**config.mk**
```make
export PLATFORM = sky130hd
export DESIGN_NAME = mini_register_machine_execute
export DESIGN_NICKNAME = d
export VERILOG_FILES = /design/src/hdl/mrm_pkg.sv /design/src/hdl/mrm_front.sv /design/src/hdl/mrm_back.sv /design/src/hdl/mini_register_machine_execute.sv
export SDC_FILE = /design/constraint.sdc
export NUM_CORES = 1
export LEC_CHECK = 0
export BUFFER_PORTS_ARGS = -buffer_cell sky130_fd_sc_hd__buf_2
export CORE_MARGIN = 2
export CORE_UTILIZATION = 60
export CTS_CLUSTER_DIAMETER = 120
export CTS_CLUSTER_SIZE = 20
export DETAILED_ROUTE_END_ITERATION = 8
export PLACE_DENSITY = 0.88
export SETUP_SLACK_MARGIN = 0.4
export SLEW_MARGIN = 25
export SYNTH_ARGS = -nofsm -noshare
export SYNTH_HDL_FRONTEND = slang
export SYNTH_SLANG_ARGS = --single-unit
```
**constraint.sdc**
```tcl
create_clock -name clk_i -period 8.6 [get_ports clk_i]
set_input_delay 0.86 -clock clk_i [delete_from_list [all_inputs] [get_ports clk_i]]
set_output_delay 0.86 -clock clk_i [all_outputs]
set_load 0.01 [all_outputs]
```
**src/hdl/mrm_pkg.sv**
```systemverilog
// Shared types and constants for the register machine execute block.
`timescale 1ns / 1ps
package mrm_pkg;

  localparam int unsigned DefStackDepth = 16;
  localparam int unsigned DefNumRegs    = 4;
  localparam int unsigned QueueDepth    = 2;

  localparam int unsigned FuncW  = 4;
  localparam int unsigned RegIdW = 2;
  localparam int unsigned DataW  = 32;
  localparam int unsigned PcW    = 16;
  localparam int unsigned FlagW  = 2;
  localparam int unsigned FaultW = 2;

  // instruction encodings on the func field
  localparam logic [FuncW-1:0] FUNC_MOV  = 4'd0;
  localparam logic [FuncW-1:0] FUNC_CMP  = 4'd1;
  localparam logic [FuncW-1:0] FUNC_JE   = 4'd2;
  localparam logic [FuncW-1:0] FUNC_JG   = 4'd3;
  localparam logic [FuncW-1:0] FUNC_JL   = 4'd4;
  localparam logic [FuncW-1:0] FUNC_JMP  = 4'd5;
  localparam logic [FuncW-1:0] FUNC_PUSH = 4'd6;
  localparam logic [FuncW-1:0] FUNC_POP  = 4'd7;
  localparam logic [FuncW-1:0] FUNC_CALL = 4'd8;
  localparam logic [FuncW-1:0] FUNC_RET  = 4'd9;
  localparam logic [FuncW-1:0] FUNC_ADD  = 4'd10;
  localparam logic [FuncW-1:0] FUNC_SUB  = 4'd11;

  localparam logic [FaultW-1:0] FAULT_NONE = 2'd0;
  localparam logic [FaultW-1:0] FAULT_OVF  = 2'd1;
  localparam logic [FaultW-1:0] FAULT_UNF  = 2'd2;
  localparam logic [FaultW-1:0] FAULT_RSV  = 2'd3;

  localparam logic signed [FlagW-1:0] FLAG_LT = -2'sd1;
  localparam logic signed [FlagW-1:0] FLAG_EQ = 2'sd0;
  localparam logic signed [FlagW-1:0] FLAG_GT = 2'sd1;
  localparam logic signed [FlagW-1:0] FLAG_BAD = -2'sd2;

  typedef enum logic [3:0] {
    OP_MOV, OP_CMP, OP_JE, OP_JG, OP_JL, OP_JMP,
    OP_PUSH, OP_POP, OP_CALL, OP_RET, OP_ADD, OP_SUB, OP_NOP
  } op_e;

  typedef struct packed {
    op_e               op;
    logic [RegIdW-1:0] dst;
    logic [RegIdW-1:0] src;
    logic              use_src;
    logic [DataW-1:0]  imm;
  } uop_t;

endpackage

```
**src/hdl/mrm_front.sv**
```systemverilog
// Front end: decodes incoming instructions and buffers them in a short queue.
`timescale 1ns / 1ps
module mrm_front
  import mrm_pkg::*;
(
  input  logic              clk_i,
  input  logic              rst_ni,
  input  logic              in_valid_i,
  output logic              in_ready_o,
  input  logic [FuncW-1:0]  func_i,
  input  logic [RegIdW-1:0] dst_reg_i,
  input  logic [RegIdW-1:0] src_reg_i,
  input  logic              use_src_reg_i,
  input  logic [DataW-1:0]  immediate_i,
  output logic              uop_valid_o,
  input  logic              uop_ready_i,
  output uop_t              uop_o
);

  localparam int unsigned PtrW = (QueueDepth > 1) ? $clog2(QueueDepth) : 1;
  localparam int unsigned CntW = $clog2(QueueDepth + 1);

  uop_t            dec;
  uop_t            q_mem [QueueDepth];
  logic [PtrW-1:0] wptr_q, wptr_d, rptr_q, rptr_d;
  logic [CntW-1:0] cnt_q, cnt_d;
  logic            push, pop;

  always_comb begin
    dec.dst     = dst_reg_i;
    dec.src     = src_reg_i;
    dec.use_src = use_src_reg_i;
    dec.imm     = immediate_i;
    case (func_i)
      FUNC_MOV:  dec.op = OP_MOV;
      FUNC_CMP:  dec.op = OP_CMP;
      FUNC_JE:   dec.op = OP_JE;
      FUNC_JG:   dec.op = OP_JG;
      FUNC_JL:   dec.op = OP_JL;
      FUNC_JMP:  dec.op = OP_JMP;
      FUNC_PUSH: dec.op = OP_PUSH;
      FUNC_POP:  dec.op = OP_POP;
      FUNC_CALL: dec.op = OP_CALL;
      FUNC_RET:  dec.op = OP_RET;
      FUNC_ADD:  dec.op = OP_ADD;
      FUNC_SUB:  dec.op = OP_SUB;
      default:   dec.op = OP_NOP;
    endcase
  end

  assign in_ready_o  = (cnt_q != CntW'(QueueDepth));
  assign uop_valid_o = (cnt_q != '0);
  assign uop_o       = q_mem[rptr_q];
  assign push        = in_valid_i && in_ready_o;
  assign pop         = uop_valid_o && uop_ready_i;

  always_comb begin
    wptr_d = wptr_q;
    rptr_d = rptr_q;
    cnt_d  = cnt_q;
    if (push) begin
      wptr_d = (wptr_q == PtrW'(QueueDepth - 1)) ? '0 : wptr_q + 1'b1;
    end
    if (pop) begin
      rptr_d = (rptr_q == PtrW'(QueueDepth - 1)) ? '0 : rptr_q + 1'b1;
    end
    if (push && !pop) begin
      cnt_d = cnt_q + 1'b1;
    end else if (pop && !push) begin
      cnt_d = cnt_q - 1'b1;
    end
  end

  always_ff @(posedge clk_i or negedge rst_ni) begin
    if (!rst_ni) begin
      wptr_q <= '0;
      rptr_q <= '0;
      cnt_q  <= '0;
    end else begin
      wptr_q <= wptr_d;
      rptr_q <= rptr_d;
      cnt_q  <= cnt_d;
    end
  end

  always_ff @(posedge clk_i) begin
    if (push) begin
      q_mem[wptr_q] <= dec;
    end
  end

endmodule

```
**src/hdl/mrm_back.sv**
```systemverilog
// Back end: register read stage, execute stage with machine state, result register.
`timescale 1ns / 1ps
module mrm_back
  import mrm_pkg::*;
#(
  parameter int unsigned STACK_DEPTH = DefStackDepth,
  parameter int unsigned NUM_REGS    = DefNumRegs
) (
  input  logic                     clk_i,
  input  logic                     rst_ni,
  input  logic                     uop_valid_i,
  output logic                     uop_ready_o,
  input  uop_t                     uop_i,
  output logic                     out_valid_o,
  input  logic                     out_ready_i,
  output logic [PcW-1:0]           next_pc_o,
  output logic signed [FlagW-1:0]  flag_out_o,
  output logic signed [DataW-1:0]  written_value_o,
  output logic [FaultW-1:0]        fault_o
);

  localparam int unsigned RiW = $clog2(NUM_REGS);
  localparam int unsigned ExW = RiW + RegIdW;
  localparam int unsigned SiW = $clog2(STACK_DEPTH);
  localparam int unsigned LvW = $clog2(STACK_DEPTH + 1);

  // register file, valid bits stand in for the reset value
  logic [DataW-1:0] rf_mem [NUM_REGS];
  logic [NUM_REGS-1:0] rf_vld_q;
  logic [DataW-1:0] stk_mem [STACK_DEPTH];

  // read stage
  logic             rd_valid_q;
  uop_t             rd_uop_q;
  logic [DataW-1:0] rd_a_q, rd_b_q;
  logic             rd_dst_ok_q;
  logic             rd_load;
  logic [ExW-1:0]   hd_a_ext, hd_b_ext, wr_ext;
  logic             hd_a_ok, hd_b_ok;

  // machine state
  logic [PcW-1:0]          pc_q, pc_d;
  logic signed [FlagW-1:0] flag_q, flag_d;
  logic [LvW-1:0]          lvl_q, lvl_d;
  logic [DataW-1:0]        top_q;

  // execute
  logic             ex_fire;
  logic [DataW-1:0] op_b, wr_data, push_data;
  logic             wr_en, push_en, pop_en;
  logic [FaultW-1:0] fault;
  logic [PcW-1:0]   pc_inc;
  logic             stk_full, stk_empty;
  logic [LvW-1:0]   rd_lvl;
  logic [RiW-1:0]   wr_idx;

  assign ex_fire     = rd_valid_q && (!out_valid_o || out_ready_i);
  assign rd_load     = uop_valid_i && (!rd_valid_q || ex_fire);
  assign uop_ready_o = !rd_valid_q || ex_fire;

  assign hd_a_ext = {{RiW{1'b0}}, uop_i.dst};
  assign hd_b_ext = {{RiW{1'b0}}, uop_i.src};
  assign wr_ext   = {{RiW{1'b0}}, rd_uop_q.dst};
  assign hd_a_ok  = hd_a_ext < ExW'(NUM_REGS);
  assign hd_b_ok  = hd_b_ext < ExW'(NUM_REGS);
  assign wr_idx   = wr_ext[RiW-1:0];

  assign op_b      = rd_uop_q.use_src ? rd_b_q : rd_uop_q.imm;
  assign pc_inc    = pc_q + 1'b1;
  assign stk_full  = (lvl_q == LvW'(STACK_DEPTH));
  assign stk_empty = (lvl_q == '0);
  assign rd_lvl    = lvl_q - LvW'(2);

  always_comb begin
    pc_d      = pc_inc;
    flag_d    = flag_q;
    lvl_d     = lvl_q;
    wr_en     = 1'b0;
    wr_data   = rd_a_q;
    push_en   = 1'b0;
    pop_en    = 1'b0;
    push_data = rd_a_q;
    fault     = FAULT_NONE;
    case (rd_uop_q.op)
      OP_MOV: begin
        wr_en   = rd_dst_ok_q;
        wr_data = op_b;
      end
      OP_CMP: begin
        if ($signed(rd_a_q) == $signed(op_b)) begin
          flag_d = FLAG_EQ;
        end else if ($signed(rd_a_q) > $signed(op_b)) begin
          flag_d = FLAG_GT;
        end else begin
          flag_d = FLAG_LT;
        end
      end
      OP_JE: if (flag_q == FLAG_EQ) pc_d = rd_a_q[PcW-1:0];
      OP_JG: if (flag_q == FLAG_GT) pc_d = rd_a_q[PcW-1:0];
      OP_JL: if (flag_q == FLAG_LT) pc_d = rd_a_q[PcW-1:0];
      OP_JMP: pc_d = rd_a_q[PcW-1:0];
      OP_PUSH: begin
        if (stk_full) begin
          fault = FAULT_OVF;
        end else begin
          push_en = 1'b1;
        end
      end
      OP_POP: begin
        if (stk_empty) begin
          fault = FAULT_UNF;
        end else begin
          pop_en  = 1'b1;
          wr_en   = rd_dst_ok_q;
          wr_data = top_q;
        end
      end
      OP_CALL: begin
        push_data = {{(DataW-PcW){1'b0}}, pc_inc};
        if (stk_full) begin
          fault = FAULT_OVF;
        end else begin
          push_en = 1'b1;
        end
        pc_d = rd_a_q[PcW-1:0];
      end
      OP_RET: begin
        if (stk_empty) begin
          fault = FAULT_UNF;
        end else begin
          pop_en = 1'b1;
          pc_d   = top_q[PcW-1:0];
        end
      end
      OP_ADD: begin
        wr_en   = rd_dst_ok_q;
        wr_data = rd_a_q + op_b;
      end
      OP_SUB: begin
        wr_en   = rd_dst_ok_q;
        wr_data = rd_a_q - op_b;
      end
      default: ;
    endcase
    if (push_en) begin
      lvl_d = lvl_q + 1'b1;
    end else if (pop_en) begin
      lvl_d = lvl_q - 1'b1;
    end
  end

  always_ff @(posedge clk_i or negedge rst_ni) begin
    if (!rst_ni) begin
      rd_valid_q  <= 1'b0;
      out_valid_o <= 1'b0;
      pc_q        <= '0;
      flag_q      <= FLAG_EQ;
      lvl_q       <= '0;
      rf_vld_q    <= '0;
    end else begin
      if (uop_ready_o) begin
        rd_valid_q <= uop_valid_i;
      end
      if (ex_fire) begin
        out_valid_o <= 1'b1;
        pc_q        <= pc_d;
        flag_q      <= flag_d;
        lvl_q       <= lvl_d;
        if (wr_en) begin
          rf_vld_q[wr_idx] <= 1'b1;
        end
      end else if (out_ready_i) begin
        out_valid_o <= 1'b0;
      end
    end
  end

  // register file read with forwarding from the instruction executing now
  always_ff @(posedge clk_i) begin
    if (rd_load) begin
      rd_uop_q    <= uop_i;
      rd_dst_ok_q <= hd_a_ok;
      if (ex_fire && wr_en && (wr_ext == hd_a_ext)) begin
        rd_a_q <= wr_data;
      end else if (!hd_a_ok || !rf_vld_q[hd_a_ext[RiW-1:0]]) begin
        rd_a_q <= '0;
      end else begin
        rd_a_q <= rf_mem[hd_a_ext[RiW-1:0]];
      end
      if (ex_fire && wr_en && (wr_ext == hd_b_ext)) begin
        rd_b_q <= wr_data;
      end else if (!hd_b_ok || !rf_vld_q[hd_b_ext[RiW-1:0]]) begin
        rd_b_q <= '0;
      end else begin
        rd_b_q <= rf_mem[hd_b_ext[RiW-1:0]];
      end
    end
    if (ex_fire && wr_en) begin
      rf_mem[wr_idx] <= wr_data;
    end
  end

  // stack memory; top_q always mirrors the entry below the level
  always_ff @(posedge clk_i) begin
    if (ex_fire && push_en) begin
      stk_mem[lvl_q[SiW-1:0]] <= push_data;
      top_q <= push_data;
    end else if (ex_fire && pop_en) begin
      top_q <= stk_mem[rd_lvl[SiW-1:0]];
    end
  end

  always_ff @(posedge clk_i) begin
    if (ex_fire) begin
      next_pc_o       <= pc_d;
      flag_out_o      <= flag_d;
      written_value_o <= wr_en ? wr_data : rd_a_q;
      fault_o         <= fault;
    end
  end

endmodule

```
**src/hdl/mini_register_machine_execute.sv**
```systemverilog
// Top level of the register machine execute block: front end, queue and back end.
//
// Usage: one instruction per beat on the input channel (valid/ready), one
// result beat per instruction on the output channel, in order.
// Input fields: func, dst_reg, src_reg, use_src_reg, immediate.
// Output fields: next_pc, flag_out, written_value, fault.
// Path: an accepted instruction passes through the queue, the register read
// stage and the execute stage into the result register.
// Throughput: one instruction per cycle while results are taken; the
// execute stage updates pc, flag, registers and stack together, and register
// reads are forwarded from the instruction ahead, so back-to-back dependent
// instructions never wait.
// Reset: registers, flag, pc and stack level clear at once; the block takes
// instructions in the first cycle after reset. Stack contents are not
// cleared; only entries below the level are ever used.
// Stall: when the result is not taken, the result register holds, the read
// stage holds, and the two-entry queue fills before in_ready_o drops.
`timescale 1ns / 1ps
module mini_register_machine_execute
  import mrm_pkg::*;
#(
  parameter int unsigned STACK_DEPTH = DefStackDepth,
  parameter int unsigned NUM_REGS    = DefNumRegs
) (
  input  logic                    clk_i,
  input  logic                    rst_ni,
  input  logic                    in_valid_i,
  output logic                    in_ready_o,
  input  logic [FuncW-1:0]        func_i,
  input  logic [RegIdW-1:0]       dst_reg_i,
  input  logic [RegIdW-1:0]       src_reg_i,
  input  logic                    use_src_reg_i,
  input  logic [DataW-1:0]        immediate_i,
  output logic                    out_valid_o,
  input  logic                    out_ready_i,
  output logic [PcW-1:0]          next_pc_o,
  output logic signed [FlagW-1:0] flag_out_o,
  output logic signed [DataW-1:0] written_value_o,
  output logic [FaultW-1:0]       fault_o
);

  logic uop_valid, uop_ready;
  uop_t uop;

  mrm_front u_front (
    .clk_i         (clk_i),
    .rst_ni        (rst_ni),
    .in_valid_i    (in_valid_i),
    .in_ready_o    (in_ready_o),
    .func_i        (func_i),
    .dst_reg_i     (dst_reg_i),
    .src_reg_i     (src_reg_i),
    .use_src_reg_i (use_src_reg_i),
    .immediate_i   (immediate_i),
    .uop_valid_o   (uop_valid),
    .uop_ready_i   (uop_ready),
    .uop_o         (uop)
  );

  mrm_back #(
    .STACK_DEPTH (STACK_DEPTH),
    .NUM_REGS    (NUM_REGS)
  ) u_back (
    .clk_i           (clk_i),
    .rst_ni          (rst_ni),
    .uop_valid_i     (uop_valid),
    .uop_ready_o     (uop_ready),
    .uop_i           (uop),
    .out_valid_o     (out_valid_o),
    .out_ready_i     (out_ready_i),
    .next_pc_o       (next_pc_o),
    .flag_out_o      (flag_out_o),
    .written_value_o (written_value_o),
    .fault_o         (fault_o)
  );

  a_fault_code: assert property (@(posedge clk_i) disable iff (!rst_ni)
    out_valid_o |-> (fault_o != FAULT_RSV))
    else $error("reserved fault code on result");

  a_flag_code: assert property (@(posedge clk_i) disable iff (!rst_ni)
    out_valid_o |-> (flag_out_o != FLAG_BAD))
    else $error("invalid compare flag on result");

  a_queue_hold: assert property (@(posedge clk_i) disable iff (!rst_ni)
    (uop_valid && !uop_ready) |=> (uop_valid && $stable(uop)))
    else $error("queue head changed while back end stalled");

  a_result_hold: assert property (@(posedge clk_i) disable iff (!rst_ni)
    (out_valid_o && !out_ready_i) |=> ($stable(next_pc_o) && $stable(fault_o)))
    else $error("result changed while stalled");

endmodule
```
Word-level counts from Yosys, hierarchy flattened:

Memories as Yosys holds them, arrays and structs flattened.
Cells that the tools add are included.

* bits in read-only memories: 64
* word-level logic and storage cells: 146
* register bits: 221
* memories kept: 4
* bits of input ports: 45
* output and inout bits: 54
* RAM bits: 722

* reduce and logical (&&, ||, !) cells: 37
* mux-type cells: 48
* bitwise operators: 1
* add/subtract/negate cells: 10
* equal/unequal tests: 18
* order comparisons: 7

Memory list
* u_back.stk_mem: depth 16, width 32, read ports 1, clocked after Yosys merged registers in 0, write ports 1, RTL line mrm_back.sv:30 `logic [DataW-1:0] stk_mem [STACK_DEPTH];`
* u_back.rf_mem: depth 4, width 32, read ports 2, clocked after Yosys merged registers in 0, write ports 1, RTL line mrm_back.sv:28 `logic [DataW-1:0] rf_mem [NUM_REGS];`
* u_front.q_mem: depth 2, width 41, read ports 1, clocked after Yosys merged registers in 0, write ports 1, RTL line mrm_front.sv:24 `uop_t q_mem [QueueDepth];`
* (name not given): depth 16, width 4, read ports 1, clocked after Yosys merged registers in 0, write ports 0, RTL line mrm_front.sv:34 `case (func_i)`

Operators by type and width (number)
* $mux 32: 10
* $pmux 32 s4: 1
* $pmux 16 s5: 1
* $mux 16: 4
* $add 32x32->32: 1
* $eq 32x32->1: 1
* $gt 32x32->1: 1
* $sub 32x32->32: 1
* $mux 1: 19
* $add 16x1->16 const B: 1
* $eq 4x3->1 const B: 4
* $eq 4x4->1 const B: 4
* $lt 2x3->1 const B: 5
* $mux 2: 6
* $logic_and 1x1->1: 11
* $mux 5: 2
* $reduce_bool 2->1: 5
* $eq 4x2->1 const B: 2
* $logic_not 1->1: 8
* $reduce_or 2->1: 3
* $add 5x1->5 const B: 1
* $eq 5x5->1 const B: 1
* $logic_not 5->1: 1
* $sub 5x1->5 const B: 1
* other kinds (20): 27

Depth between registers and ports, before layout:

* depth in word-level cells: 8
* mapped depth: 16
* mapped depth without buffers: 13

Hierarchy:

From an unflattened synthesis, not the netlist that was laid out.

* cell total of the unflattened synthesis: 2698
* area, all modules: 43101.3 um2

Modules (own cells, without submodules)
* mrm_back: cells an instance 2550, sequential area each 25559.5 um2, area each 39730.6 um2, instances 1
* mrm_front: cells an instance 148, sequential area each 2562.5 um2, area each 3370.7 um2, instances 1

Least setup slack after synthesis:

Ideal clock, no wire load.

* path kind: flip-flop to flip-flop
* from: reg u_back.lvl_q[1]
* to: mem u_back.stk_mem[2][0] (enable)
* data arrival time: 3.895 ns
* setup time: 0.461 ns
* period minus slack after synthesis: 4.357 ns
* cell stages (with the launch flop): 7
* path slack: 4.243 ns
* data required time: 8.139 ns
* cell sequence: dfrtp_1 buf_2 clkbuf_1 clkbuf_1 inv_1 or3_1 nor3_1

* longest elaborated chain between the ends: 6

Ends and longest elaborated chain
* start, declared: RTL line mrm_back.sv:44 `logic [LvW-1:0] lvl_q, lvl_d;`
* start signal, assigned: RTL line mrm_back.sv:168 `lvl_q <= lvl_d;`
* $eq 5x5->1: RTL line mrm_back.sv:70 `assign stk_full = (lvl_q == LvW'(STACK_DEPTH));`
* $mux 1: RTL line mrm_back.sv:103, mrm_back.sv:120
* $mux 1
* $logic_and 1x1->1: RTL line mrm_back.sv:205 `if (ex_fire && push_en) begin`
* $mux 1: RTL line mrm_back.sv:205
* $mux 1 (implied by the code): RTL line mrm_back.sv:206 `stk_mem[lvl_q[SiW-1:0]] <= push_data;`
* end, declared: RTL line mrm_back.sv:30

Several ways; a longest one is shown, not always the timed one.

Worst setup path after layout:

* from: reg u_back.rd_uop_q[32] (netlist name)
* to: mem u_back.rf_mem[3][28], data pin

* longest elaborated chain between the ends: 3
* elaborated cells on any way between the ends: 4
* those cells by class: 2 x add/sub; 2 x mux

Ends and longest elaborated chain
* start, declared: RTL line mrm_back.sv:34 `uop_t rd_uop_q;`
* start signal, assigned: RTL line mrm_back.sv:181 `rd_uop_q <= uop_i;`
* $mux 32 *: RTL line mrm_back.sv:68 `assign op_b = rd_uop_q.use_src ? rd_b_q : rd_uop_q.imm;`
* $sub 32x32->32 / $add 32x32->32 (equally long branches): RTL line mrm_back.sv:141, mrm_back.sv:137
* $pmux 32 s4 *: RTL line mrm_back.sv:84 `case (rd_uop_q.op)`
* net u_back.wr_data[28]: RTL line mrm_back.sv:49 `logic [DataW-1:0] op_b, wr_data, push_data;`
* end, declared: RTL line mrm_back.sv:28

The timed path passes the listed nets; every way through them passes the cells marked *.

==> metrics.cfg <==
[synth]
synth-seq-cells=942
syn-instance-count=2711
ys_seq_area_frac=0.653
netlist_area_um2=43100
syn_nets=2836
synth_edf_count=909
synthFlopType=edfxtp_1
postSynthAreaPerCell_um2=15.9
yosysWarnings=0
synthArstFlopShare=0.0350
yosys.cell_types.count=109

[clock_tree]
path_clk_slew_ns=0.09
cts_tree=done
cts_hold_buf=0
clk_root_buffer_cell=clkbuf_16
ctsResizeCount=0
clock_latency_ns=0.67
clock_sinks=942
cts-htree-levels=2
clk_path_buf_depth=3
cts_buffers=53
cts_setup_buffers=0

[timing]
finalCriticalPeriod_ns=5.30
fin_crit_sh=0.616
finalHoldViolations=0
setup-tns-final_ns=0
slew_viol_final=0
max_clock_freq_mhz=189
rsz0062_at_grt=false
maxSlewHeadroom=0.302
tightest_slew_ns=1.05
setup_viol=0
clock_skew_ns=0.0419

[placed_design]
placed_cell_area_um2=45100
io_buffers=98
dpl.hpwl_mm=78.9
place_congestion=0.988

[setup_path]
crit_type=reg -> reg
rr_worst_depth=14
cp-endpoint=u_back.rf_mem[3][28]
start_kind=flip-flop
endpoint_kind=flip-flop
worst_ep_required_time_ns=8.99
crit_start=u_back.rd_uop_q[32]
cp_max_fo=21
critical_path_arrival_ns=5.69
rrSetupSlack_ns=3.30
worstReg2RegStart=u_back.rd_uop_q[32]
reg2reg_to=u_back.rf_mem[3][28]

[drt]
wl_per_cell_um=31.7
dr.pass1.iters=8
wl_mm=120
drc_errors=0
antenna_left=0
avgViaCountPerCell=7.04
vias=26600
drtIter0Drc=3663

[power]
powerDensity_nw_per_um2=438
ir_drop_mv=0.301
p_leak_nw=15.8

[global_route]
busiest_layer=met2
grtUsageMet1=0.445
met2_usage=0.529
overflow=0
antenna_found_initial=1
grt_pass1_wl_mm=176
grtUsageMet3=0.0458
grt_pass1_vias=26400
grt_util_all_layers=0.324
grt_max_degree=71

[finish]
antenna_cells=0
drive_gt1_frac=0.221
final_cell_mix=edfxtp_1, mux4_2, nand2_1, o21ai_0, nor2_1
finalNetCount=2908
seqCellArea_um2=28100
area_growth_pct=8.31
stdcell_area_um2=46600
fin_util=0.655
final.fill_count=4653
final_common_cell=edfxtp_1
multi_input_area_um2=14000

[floorplan]
io_pins=99
core_area_um2=71200
start_util=0.604
die_y_um=272
die_area_um2=73900
row_count=98
dieWidth_um=272

[run]
maxCapViolCount=0

[run_status]
outcome=complete, no violations

[min_path]
hold_path.class=in -> async

Yosys cell counts, drive strengths merged (17+ instances only):
cell type | n | area share
mux2i | 48 | 0.011
nor2 | 127 | 0.011
o21ai | 142 | 0.017
o21bai | 17 | 0.0031
nor2b | 20 | 0.0031
a21o | 24 | 0.0042
inv | 106 | 0.0092
dfrtp | 33 | 0.019
nand3 | 94 | 0.011
a21oi | 97 | 0.012
and2 | 21 | 0.0031
xor2 | 18 | 0.0037
edfxtp | 909 | 0.63
xnor2 | 27 | 0.0055
ha | 77 | 0.022
mux2 | 73 | 0.019
clkbuf | 82 | 0.010
buf | 67 | 0.0084
nor3 | 35 | 0.0045
nand2b | 18 | 0.0028
nand2 | 195 | 0.017
o221ai | 18 | 0.0037
mux4 | 224 | 0.12
critical path: stages (launching register included):
cell and delay (ns):
edfxtp_1 0.93, buf_4 0.52, mux2_2 0.46, ha_1 0.22, inv_1 0.08, fa_1 0.24
o21ba_1 0.19, nor4_1 0.09, o31ai_2 0.51, a21oi_2 0.18, o31ai_1 0.52, a21oi_1 0.20
a211o_1 0.32, a32oi_1 0.35, nor2_1 0.17
area by class of cell:
| cell class | instances | area share |
|---|---|---|
| Timing Repair Buffer | 167 | 0.0291 |
| Sequential cell | 942 | 0.603 |
| Clock inverter | 4 | 0.00161 |
| Tap cell | 950 | 0.0255 |
| Clock buffer | 96 | 0.0319 |
| Inverter | 106 | 0.00858 |
| Multi-Input combinational cell | 1513 | 0.300 |
registers in the layout, summed over array words and instances, names as in the netlist, 5 cells and up:
| signal | flops |
|---|---|
| u_back.next_pc_o | 16 |
| u_back.rd_b_q | 32 |
| u_back.rf_mem | 128 |
| u_back.rd_a_q | 32 |
| u_back.written_value_o | 32 |
| u_back.rd_uop_q | 37 |
| u_front.q_mem | 82 |
| u_back.lvl_q | 5 |
| u_back.pc_q | 16 |
| u_back.top_q | 32 |
| u_back.stk_mem | 512 |
through the flow:
step / hold WS (ns) / setup slack, ns / instances / total power, mW
finish: 0.313 / 3.30 / 3778 / 20.4
global route: 0.326 / 3.08 / 3778 / 21.2
CTS: 0.303 / 3.08 / 3778 / 20.2
detailed placement: 0.491 / 2.57 / 3678 / 17.5
global placement: 0.458 / 2.99 / 3660 / 17.0
floorplan: 0.446 / 4.24 / 2711 / 14.2
layer usage:
layer / vias to the layer above / wire length (um)
li1: 10800 / -
met1: 13400 / 43800
met2: 2012 / 57900
met3: 350 / 11900
met4: 0 / 6070
met5: - / 0
worst min path at each step:
stage / cells past startpoint / end / slack [ns] / from
3_3_place_gp: 1 / u_back.rf_vld_q[3] / 0.46 / u_back.rf_vld_q[3]
2_1_floorplan: 1 / u_back.rf_vld_q[3] / 0.45 / u_back.rf_vld_q[3]
5_1_grt: 2 / u_front.rptr_q / 0.33 / rst_ni
3_5_place_dp: 1 / u_back.rf_vld_q[3] / 0.49 / u_back.rf_vld_q[3]
4_1_cts: 2 / u_front.rptr_q / 0.30 / rst_ni
6_report: 2 / u_front.rptr_q / 0.31 / rst_ni
cell families after synthesis:
logic type,synth area share
flip-flops,0.653
AND/OR/NAND/NOR,0.0653
adder cells (fa/ha/maj),0.0238
multiplexers,0.148
AO/OA/AOI/OAI,0.0731
buffers and inverters,0.0278
XOR/XNOR,0.00915
report_power, final:
part / internal, mW / switching (mW) / total, mW
Sequential: 6.85 / 0.796 / 7.65
Combinational: 3.67 / 6.44 / 10.1
Clock: 1.19 / 1.47 / 2.66
No activity file was read; power rests on OpenSTA's default activity.
